<file path="src/hw/rtl/sfmt_pkg.sv">
// Shared constants, types and the channel-status table for the S/PDIF subframe formatter.
`default_nettype none
package sfmt_pkg;

    localparam int NumChannelsDefault = 2;

    localparam int SampleW  = 32;
    localparam int WordW    = 32;
    localparam int CountW   = 8;
    localparam int ModeW    = 2;
    localparam int CfgIdxW  = 2;
    localparam int CfgDataW = 2;

    localparam logic [CountW-1:0] BlockLast = CountW'(191);

    // item modes
    localparam logic [ModeW-1:0] MODE_FORMAT  = 2'd0;
    localparam logic [ModeW-1:0] MODE_MUTE    = 2'd1;
    localparam logic [ModeW-1:0] MODE_RESTART = 2'd2;

    // sample formats; the other codes behave as 32-bit
    localparam logic [1:0] FMT_16 = 2'd0;
    localparam logic [1:0] FMT_24 = 2'd1;

    // configuration register indexes
    localparam logic [CfgIdxW-1:0] CFG_SAMPLE_FORMAT = 2'd0;
    localparam logic [CfgIdxW-1:0] CFG_RATE_CODE     = 2'd1;
    localparam logic [CfgIdxW-1:0] CFG_STATUS_ENABLE = 2'd2;

    localparam logic [1:0] RATE_RESET = 2'd1;

    localparam logic [WordW-1:0] MUTE_WORD = '1;

    // byte 3 flag bits
    localparam logic [7:0] MARK_BLOCK = 8'h30;
    localparam logic [7:0] MARK_FRAME = 8'h10;
    localparam logic [7:0] STATUS_BIT = 8'h04;
    localparam logic [7:0] PARITY_BIT = 8'h08;

    // counter control passed to the frame counter bank
    typedef struct packed {
        logic advance;
        logic restart;
    } t_ctr_ctl;

    // per-channel, per-rate channel-status pattern; bit n set = frame n carries a 1
    function automatic logic [63:0] status_mask(input logic ch, input logic [1:0] rate);
        logic [63:0] m;
        m = '0;
        case ({ch, rate})
            3'b000:  m = 64'h0000_000B_0010_0004;
            3'b001:  m = 64'h0000_000B_0210_0004;
            3'b010:  m = 64'h0000_000B_0810_0004;
            3'b011:  m = 64'h0000_000B_0A10_0004;
            3'b100:  m = 64'h0000_000B_0020_0004;
            3'b101:  m = 64'h0000_000B_0220_0004;
            3'b110:  m = 64'h0000_000B_0820_0004;
            3'b111:  m = 64'h0000_000B_0A20_0004;
            default: m = '0;
        endcase
        return m;
    endfunction

endpackage
`default_nettype wire

</file>
<file path="src/hw/rtl/sfmt_frame_ctr.sv">
// Per-channel frame counters, wrapping at the end of a 192-frame block.
`default_nettype none
module sfmt_frame_ctr
    import sfmt_pkg::*;
#(
    parameter int NUM_CHANNELS = NumChannelsDefault,
    localparam int ChW = (NUM_CHANNELS > 1) ? $clog2(NUM_CHANNELS) : 1
) (
    input  wire logic              i_clk,
    input  wire logic              i_rst_n,
    input  wire t_ctr_ctl          i_ctl,
    input  wire logic [ChW-1:0]    i_ch,
    output logic      [CountW-1:0] o_idx
);

    logic [CountW-1:0] r_cnt [NUM_CHANNELS];
    logic [CountW-1:0] n_cnt;

    assign o_idx = r_cnt[i_ch];
    assign n_cnt = (o_idx == BlockLast) ? '0 : o_idx + CountW'(1);

    always_ff @(posedge i_clk) begin
        if (!i_rst_n || i_ctl.restart) begin
            for (int k = 0; k < NUM_CHANNELS; k++) begin
                r_cnt[k] <= '0;
            end
        end else if (i_ctl.advance) begin
            r_cnt[i_ch] <= n_cnt;
        end
    end

endmodule
`default_nettype wire

</file>
<file path="src/hw/rtl/sfmt_encode.sv">
// Builds the device word: byte selection, channel-status bit, parity and block markers.
`default_nettype none
module sfmt_encode
    import sfmt_pkg::*;
(
    input  wire logic [SampleW-1:0] i_sample,
    input  wire logic [1:0]         i_fmt,
    input  wire logic [1:0]         i_rate,
    input  wire logic               i_status_en,
    input  wire logic               i_ch,
    input  wire logic [CountW-1:0]  i_idx,
    output logic      [WordW-1:0]   o_word
);

    logic [23:0] audio;
    logic [63:0] mask;
    logic        stat;
    logic        par;
    logic [7:0]  b3;

    always_comb begin
        case (i_fmt)
            FMT_16:  audio = {i_sample[15:0], 8'h00};
            FMT_24:  audio = i_sample[23:0];
            default: audio = i_sample[31:8];
        endcase
    end

    assign mask = status_mask(i_ch, i_rate);
    // frames past 63 never carry status
    assign stat = i_status_en && (i_idx[7:6] == 2'b00) && mask[i_idx[5:0]];
    assign par  = ^{audio, stat};

    always_comb begin
        b3 = '0;
        if (stat) b3 = b3 | STATUS_BIT;
        if (par)  b3 = b3 | PARITY_BIT;
        if (!i_ch) b3 = b3 | ((i_idx == '0) ? MARK_BLOCK : MARK_FRAME);
    end

    assign o_word = {b3, audio};

endmodule
`default_nettype wire

</file>
<file path="src/hw/rtl/spdif_subframe_formatter.sv">
// S/PDIF subframe formatter top level: configuration registers, counters and output skid.
// One beat in, at most one beat out, one item per clock sustained while i_out_stall is low.
// Each sample is formatted in the accepting cycle from the per-channel frame counter and lands
// in the result register; a skid stage behind it absorbs one extra word while that register
// is held, and o_in_stall rises only while the skid is occupied. Mute beats give an all-ones
// word without moving the counters, restart beats clear all counters and give no word, and
// mode 3 is dropped. Configuration writes take effect on the next beat.
`default_nettype none
module spdif_subframe_formatter
    import sfmt_pkg::*;
#(
    parameter int NUM_CHANNELS = NumChannelsDefault
) (
    input  wire logic                i_clk,
    input  wire logic                i_rst_n,
    input  wire logic                i_cfg_we,
    input  wire logic [CfgIdxW-1:0]  i_cfg_index,
    input  wire logic [CfgDataW-1:0] i_cfg_data,
    input  wire logic                i_in_valid,
    output logic                     o_in_stall,
    input  wire logic [ModeW-1:0]    i_mode,
    input  wire logic                i_channel,
    input  wire logic [SampleW-1:0]  i_sample,
    output logic                     o_out_valid,
    input  wire logic                i_out_stall,
    output logic      [WordW-1:0]    o_word,
    output logic                     o_out_channel
);

    localparam int ChW = (NUM_CHANNELS > 1) ? $clog2(NUM_CHANNELS) : 1;

    logic [1:0] r_fmt;
    logic [1:0] r_rate;
    logic       r_stat_en;

    logic              in_acc;
    logic              res_vld;
    t_ctr_ctl          ctl;
    logic [CountW-1:0] idx;
    logic [WordW-1:0]  enc_word;
    logic [WordW-1:0]  n_word;
    logic              out_take;

    logic             r_main_vld;
    logic [WordW-1:0] r_main_word;
    logic             r_main_ch;
    logic             r_skid_vld;
    logic [WordW-1:0] r_skid_word;
    logic             r_skid_ch;

    always_ff @(posedge i_clk) begin
        if (!i_rst_n) begin
            r_fmt     <= FMT_16;
            r_rate    <= RATE_RESET;
            r_stat_en <= 1'b1;
        end else if (i_cfg_we) begin
            case (i_cfg_index)
                CFG_SAMPLE_FORMAT: r_fmt     <= i_cfg_data;
                CFG_RATE_CODE:     r_rate    <= i_cfg_data;
                CFG_STATUS_ENABLE: r_stat_en <= i_cfg_data[0];
                default: ;
            endcase
        end
    end

    assign o_in_stall = r_skid_vld;
    assign in_acc     = i_in_valid && !o_in_stall;
    assign res_vld    = in_acc && (i_mode == MODE_FORMAT || i_mode == MODE_MUTE);

    assign ctl.advance = in_acc && (i_mode == MODE_FORMAT);
    assign ctl.restart = in_acc && (i_mode == MODE_RESTART);

    sfmt_frame_ctr #(
        .NUM_CHANNELS(NUM_CHANNELS)
    ) u_ctr (
        .i_clk  (i_clk),
        .i_rst_n(i_rst_n),
        .i_ctl  (ctl),
        .i_ch   (ChW'(i_channel)),
        .o_idx  (idx)
    );

    sfmt_encode u_enc (
        .i_sample   (i_sample),
        .i_fmt      (r_fmt),
        .i_rate     (r_rate),
        .i_status_en(r_stat_en),
        .i_ch       (i_channel),
        .i_idx      (idx),
        .o_word     (enc_word)
    );

    assign n_word = (i_mode == MODE_MUTE) ? MUTE_WORD : enc_word;

    assign out_take = r_main_vld && !i_out_stall;

    // while the skid holds a beat no input is taken, so it drains first
    always_ff @(posedge i_clk) begin
        if (!i_rst_n) begin
            r_main_vld <= 1'b0;
            r_skid_vld <= 1'b0;
        end else if (r_skid_vld) begin
            if (out_take) begin
                r_main_vld <= 1'b1;
                r_skid_vld <= 1'b0;
            end
        end else if (res_vld) begin
            if (!r_main_vld || out_take) begin
                r_main_vld <= 1'b1;
            end else begin
                r_skid_vld <= 1'b1;
            end
        end else if (out_take) begin
            r_main_vld <= 1'b0;
        end
    end

    always_ff @(posedge i_clk) begin
        if (r_skid_vld) begin
            if (out_take) begin
                r_main_word <= r_skid_word;
                r_main_ch   <= r_skid_ch;
            end
        end else if (res_vld) begin
            if (!r_main_vld || out_take) begin
                r_main_word <= n_word;
                r_main_ch   <= i_channel;
            end else begin
                r_skid_word <= n_word;
                r_skid_ch   <= i_channel;
            end
        end
    end

    assign o_out_valid   = r_main_vld;
    assign o_word        = r_main_word;
    assign o_out_channel = r_main_ch;

endmodule
`default_nettype wire

</file>
<file path="config.mk">
export PLATFORM = sky130hd
export DESIGN_NAME = spdif_subframe_formatter
export DESIGN_NICKNAME = d
export VERILOG_FILES = /design/src/hw/rtl/sfmt_pkg.sv /design/src/hw/rtl/sfmt_frame_ctr.sv /design/src/hw/rtl/sfmt_encode.sv /design/src/hw/rtl/spdif_subframe_formatter.sv
export SDC_FILE = /design/constraint.sdc
export NUM_CORES = 1
export LEC_CHECK = 0
export BUFFER_PORTS_ARGS = -buffer_cell sky130_fd_sc_hd__buf_2
export CORE_UTILIZATION = 40
export CTS_BUF_LIST = sky130_fd_sc_hd__clkbuf_16
export DETAILED_ROUTE_END_ITERATION = 8
export HOLD_SLACK_MARGIN = 0.12
export PLACE_DENSITY_LB_ADDON = 0.15
export SYNTH_ARGS = -nofsm -noshare
export SYNTH_HDL_FRONTEND = slang
export SYNTH_SLANG_ARGS = --single-unit
export TNS_END_PERCENT = 5
</file>
<file path="constraint.sdc">
create_clock -name i_clk -period 3.4 [get_ports i_clk]
set_input_delay 0.68 -clock i_clk [delete_from_list [all_inputs] [get_ports i_clk]]
set_output_delay 0.68 -clock i_clk [all_outputs]
set_load 0.05 [all_outputs]
</file>
Word-level counts from Yosys, hierarchy flattened
Memory sizes are Yosys's and may differ from the RTL's.
Index checks and enable logic that the tools add are counted.
{ "op_classes": {"n_addsub": 1, "magnitude_cmp": 1, "eq_ne": 8, "muxes": 34, "bitwise": 3, "reduce_logical": 30} }
{ "op_table": {"columns": ["cell", "n"], "rows": [
  ["32-bit 2-to-1 mux", 5],
  ["24-bit one-hot mux with 2 select lines", 1],
  ["25-bit parity", 1],
  ["8-bit 2-to-1 mux", 3],
  ["1-bit 2-to-1 mux", 21],
  ["3-bit AND reduction", 3],
  ["8-bit by 1-bit adder with 8-bit output (second input constant)", 1],
  ["8-bit == test (second input constant)", 1],
  ["2-bit logical NOT", 4],
  ["8-bit logical NOT", 1],
  ["4-bit by 8-bit OR with 8-bit output", 1],
  ["8-bit OR reduction", 1],
  ["1-bit logical AND", 7],
  ["6-bit by 7-bit less-than comparator with 1-bit output (second input constant)", 1],
  ["1-bit binary-select mux with 6-bit select", 1],
  ["2-bit by 1-bit == test with 1-bit output (second input constant)", 3],
  ["6-bit 2-to-1 mux", 1],
  ["2-bit AND reduction", 3],
  ["2-bit nonzero test", 3],
  ["2-bit == test (second input constant)", 2],
  ["1-bit logical NOT", 4],
  ["4-bit 2-to-1 mux", 1],
  ["1-bit logical OR", 3],
  ["3-bit 2-to-1 mux", 1],
  ["other kinds (3)", 4]
]} }
{ "word_totals": {"regBits": 73, "ram_bits": 16, "rom_bits": 32, "elab_cells": 88, "n_memories": 2} }
{ "memory_table": {"columns": ["name", "words", "word_bits", "rd", "rd_ports_with_merged_regs", "wr", "line_no", "source"], "rows": [
  ["(no name shown)", 8, 4, 1, 0, 0, "sfmt_pkg.sv:50", "case ({ch, rate})"],
  ["u_ctr.r_cnt", 2, 8, 1, 0, 2, "sfmt_frame_ctr.sv:16", "logic [CountW-1:0] r_cnt [NUM_CHANNELS];"]
]} }

Longest topological paths before layout
An unclocked memory read counts as a cell.
{ "logic_depth": {"depth_word": 12, "ltp_mapped": 12, "depth_no_buf": 10} }

Modules after synthesis
Synthesis repeated with hierarchy kept, for this count alone.
{ "unflattened": {"hier_cells": 402, "area_unflattened_um2": 4898.4} }
{ "modules_own_cells": {"columns": ["mod", "n_inst", "cells_per_inst", "area_per_inst_um2"], "rows": [
  ["spdif_subframe_formatter", 1, 216, 3113.0],
  ["sfmt_frame_ctr", 1, 72, 935.9],
  ["sfmt_encode", 1, 114, 849.6]
]} }

Worst setup path after synthesis
No wires, ideal clock.
{ "synth_path": {"path_type": "register to register", "from": "reg r_skid_vld, in the netlist o_in_stall", "to": "reg r_main_ch, in the netlist o_out_channel (enable)", "setup_time_ns": 0.463, "arrival_ns": 3.239, "path_slack_ns": -0.302, "path_stages_with_launch": 4, "n_path_buf": 1, "path_cell_list": "dfxtp_1 > clkbuf_1 > nand2_1 > a21boi_0"} }
{ "synth_between": {"elab_chain_cells": 5, "elab_cells_between_ends": 7, "cone_classes": "eq/ne (1); reduce/logical (6)"} }
{ "synth_lines": {"columns": ["item", "line_no", "source"], "rows": [
  ["from (decl)", "spdif_subframe_formatter.sv:47", "logic r_skid_vld;"],
  ["from (signal assigned)", "spdif_subframe_formatter.sv:101", "r_skid_vld <= 1'b0;"],
  ["from (signal assigned)", "spdif_subframe_formatter.sv:105", "r_skid_vld <= 1'b0;"],
  ["from (signal assigned)", "spdif_subframe_formatter.sv:111", "r_skid_vld <= 1'b1;"],
  ["1-bit logical NOT", "spdif_subframe_formatter.sv:67", "assign in_acc = i_in_valid && !o_in_stall;"],
  ["1-bit logical AND", "spdif_subframe_formatter.sv:67", null],
  ["1-bit logical AND", "spdif_subframe_formatter.sv:68", "assign res_vld = in_acc && (i_mode == MODE_FORMAT || i_mode == MODE_MUTE);"],
  ["2-bit nonzero test (no source line)", null, null],
  ["3-bit AND reduction (no source line) (*)", null, null],
  ["to (signal assigned)", "spdif_subframe_formatter.sv:122", "r_main_ch <= r_skid_ch;"],
  ["to (signal assigned)", "spdif_subframe_formatter.sv:127", "r_main_ch <= i_channel;"],
  ["to (decl)", "spdif_subframe_formatter.sv:46", "logic r_main_ch;"]
]} }
Mark *: on every way between the ends. The rest lies on a longest branch, timed or not.
A chain may end at the register's enable or synchronous reset.

Worst setup path in the final report
{ "layout_path": {"from": "in i_channel", "to": "reg r_main_word[27], in the netlist o_word[27], data pin"} }
{ "layout_between": {"elab_chain_cells": 12, "elab_cells_between_ends": 15, "cone_classes": "mux (8); bitwise (1); reduce/logical (4); memory (2)"} }
{ "layout_lines": {"columns": ["item", "line_no", "source"], "rows": [
  ["from (decl)", "spdif_subframe_formatter.sv:22", "input wire logic i_channel,"],
  ["memory read 8 x 4 bit / memory read 2 x 8 bit (equally long branches)", null, null],
  ["1-bit binary-select mux with 6-bit select / 2-bit logical NOT (equally long branches)", "sfmt_encode.sv:31", "assign stat = i_status_en && (i_idx[7:6] == 2'b00) && mask[i_idx[5:0]];"],
  ["1-bit 2-to-1 mux (implied by the code) / 1-bit logical AND (equally long branches)", "sfmt_encode.sv:31", null],
  ["1-bit logical AND", "sfmt_encode.sv:31", null],
  ["25-bit parity", "sfmt_encode.sv:32", "assign par = ^{audio, stat};"],
  ["4-bit 2-to-1 mux", "sfmt_encode.sv:37", "if (par) b3 = b3 | PARITY_BIT;"],
  ["4-bit by 8-bit OR with 8-bit output", "sfmt_encode.sv:38", "if (!i_ch) b3 = b3 | ((i_idx == '0) ? MARK_BLOCK : MARK_FRAME);"],
  ["8-bit 2-to-1 mux (*)", "sfmt_encode.sv:38", null],
  ["32-bit 2-to-1 mux (*)", "spdif_subframe_formatter.sv:93", "assign n_word = (i_mode == MODE_MUTE) ? MUTE_WORD : enc_word;"],
  ["32-bit 2-to-1 mux (*)", "spdif_subframe_formatter.sv:125", "if (!r_main_vld || out_take) begin"],
  ["32-bit 2-to-1 mux (*)", "spdif_subframe_formatter.sv:124", "end else if (res_vld) begin"],
  ["32-bit 2-to-1 mux (*)", "spdif_subframe_formatter.sv:119", "if (r_skid_vld) begin"],
  ["to (signal assigned)", "spdif_subframe_formatter.sv:121", "r_main_word <= r_skid_word;"],
  ["to (signal assigned)", "spdif_subframe_formatter.sv:126", "r_main_word <= n_word;"],
  ["to (decl)", "spdif_subframe_formatter.sv:45", "logic [WordW-1:0] r_main_word;"]
]} }
Mark *: on every way between the ends. The rest lies on a longest branch, timed or not. The select of a mux whose other input is x is not followed.

==> out/summary.txt <==
outcome = complete, but fails checks
violated checks = design-rule violations
synth warn = 0
via count = 2907
setup_tns = 0 ns
Post-Syn Nets = 393
DRC = 1
Slew @ Worst Pin = 0.444 ns
Post-synth ARST share = 0
hold-fix buffer count after cts = 0
Final setup viols = 0
number of cells after detailed placement = 553
relative slew slack = 0.695
FMAX = 374 MHz
fin cells = 568
maximum root-to-sink buffer count = 2
FP Rows = 38
total track usage = 0.179
Data required, critical path = 3.60 ns
clock sink count = 83
Util after Layout = 0.487
Final Net Count = 472
clock skew = 0.00567 ns
Initial Util = 0.410
drt via density = 5.12
Crit Path Category = input port to flip-flop
Root Buffer = clkbuf_16
layout cells sized above 1 = 0.362
Synth Cell Area = 4440 µm²
WL per Instance = 17.2 µm
critical path, cell by cell = buf_2 > nor2b_1 > a21oi_1 > inv_1 > ha_1 > o21ai_0 > nand2_1 > o311ai_2 > xor2_1 > xnor3_1 > a2bb2oi_2
postcts setup bufs = 0
Hold Path Class = flip-flop to flip-flop
P&R area growth vs syn = 18.9%
top-area cell type share of the netlist area = 0.514
Hold Vio Cnt, Final = 0
largest cells by area after synthesis = edfxtp_1 (51%), mux2_2 (11%), mux2i_1 (5.2%)
Fin Hold WS = 0.518 ns
first-iteration detailed-routing DRC count = 97
initial antenna violation count = 0
area leader, netlist = edfxtp_1
setup ws final = 0.726 ns
synthesized area per cell = 12.9 µm²
Die ar. = 11500 µm²
vias in the first global route = 2781
RSZ-0062 raised after global routing = false
largest net degree at the start of global routing = 31
Worst IR Drop VDD = 201 µV
leakage power = 0.00199 µW
top-level port count = 79
crit path launch type = input port
Skew-Pair Late Insertion Delay = 0.33 ns
count of unique library cells instantiated by Yosys = 45
fin crit share = 0.786
CTS tree = built
synthesized flop and latch total = 83
Final Critical Period = 2.67 ns
max cap viols = 0
core area = 10800 µm²
Most used DFF post-synth = edfxtp_1
die height = 107 µm
CTS clk-pin slew, worst paths = 0.06 ns
CTS buffer count = 9
Worst Setup Slack post-DPL = 0.377 ns
post-CTS resize count = 0
Post-synth EDFFs = 76
routability cong. = 0.824
post-route ant nets = 0
CP max-delay cell = xnor3_1
global route overflow = 0
final WL = 9750 µm
Worst path max stage delay = 0.45 ns
CP Max Fanout = 20
Buffers on Ports = 78
Detail Placement HPWL = 7000 µm
Pins Over Slew Limit = 0
register area share after synthesis = 0.546
Die X = 107 µm
most frequent cells after synthesis = edfxtp_1 (76), mux2_2 (42), nand2_1 (37), nor2_1 (27), xnor2_1 (26)
post-synthesis cell count = 345
global-route wire length before repair = 15100 µm
TritonRoute pass-1 iters = 6
power per cell area = 511 nW/µm²
most frequent cell after synthesis = edfxtp_1
Arrival @ worst endpoint = 2.87 ns
Antenna Cells = 0
CTS HTree Levels = 3
CP endpoint kind = flip-flop
==> final timing paths <==
| path | to | cells past startpoint | startpoint | slack [ns] |
|---|---|---|---|---|
| worst max register to register | o_word[27] | 8 | r_fmt[0] | 0.94 |
| worst max-delay path | o_word[27] | 11 | i_channel | 0.73 |
| worst min register to register | r_stat_en | 2 | r_stat_en | 0.52 |
| worst min-delay path | r_stat_en | 2 | r_stat_en | 0.52 |
==> where the power goes <==
group / total, µW / switching, µW / leakage (µW) / internal, µW
logic: 493 / 288 / 0.00106 / 205
registers: 1200 / 21.4 / 0.000776 / 1170
clock network: 1010 / 373 / 0.000150 / 633
==> per-stage QoR <==
| stage | area [µm²] | power (µW) |
|---|---|---|
| final | 5280 | 2700 |
| after global routing | 5280 | 2800 |
| after CTS | 5280 | 2720 |
| after detailed placement | 4970 | 1710 |
| after global placement | 4970 | 1710 |
| after floorplan | 4440 | 1590 |
==> cell families after synthesis <==
family / share of synthesized area
flops: 0.546
compound gates: 0.0662
buf+inv: 0.0338
fa+ha+maj: 0.0113
simple gates: 0.0916
mux: 0.181
xor+xnor: 0.0702
==> metal layers <==
metal / global-route usage / wire length (µm)
met5: 0 / 0
met4: 0.0939 / 244
met3: 0.0260 / 334
met2: 0.279 / 4500
met1: 0.241 / 4670
==> sequential cells by signal (all words and copies together) (netlist names), 2 cells and up <==
| signal | count |
|---|---|
| r_fmt | 2 |
| o_word | 29 |
| u_ctr.r_cnt | 16 |
| r_rate | 2 |
| r_skid_word | 29 |
==> critical path, delay by kind of cell <==
kind / cells / cell delay, ns
XOR/XNOR: 2 / 0.65
buffers and inverters: 2 / 0.43
AO/OA/AOI/OAI: 4 / 0.68
AND/OR/NAND/NOR: 2 / 0.21
adder cells (fa/ha/maj): 1 / 0.21
==> area by class of cell <==
class                      instances  area, µm²
inverter                           7       26.3
timing repair buffer              88        465
fill                             998       5560
clock inverter                     6       81.3
sequential                        83       2420
clock buffer                       9        225
multi-input combinational        235       1880
tap                              140        175
==> cells in the final DEF (no fill, tap or decap), drive strengths merged, types with 8 or more instances in the layout <==
cell type	n
xnor2	26
a221o	8
mux2	46
nor2	27
edfxtp	76
buf	88
mux2i	25
clkbuf	9
nand2	37
nor2b	8
Note: power is estimated with default switching activity, not from simulation.
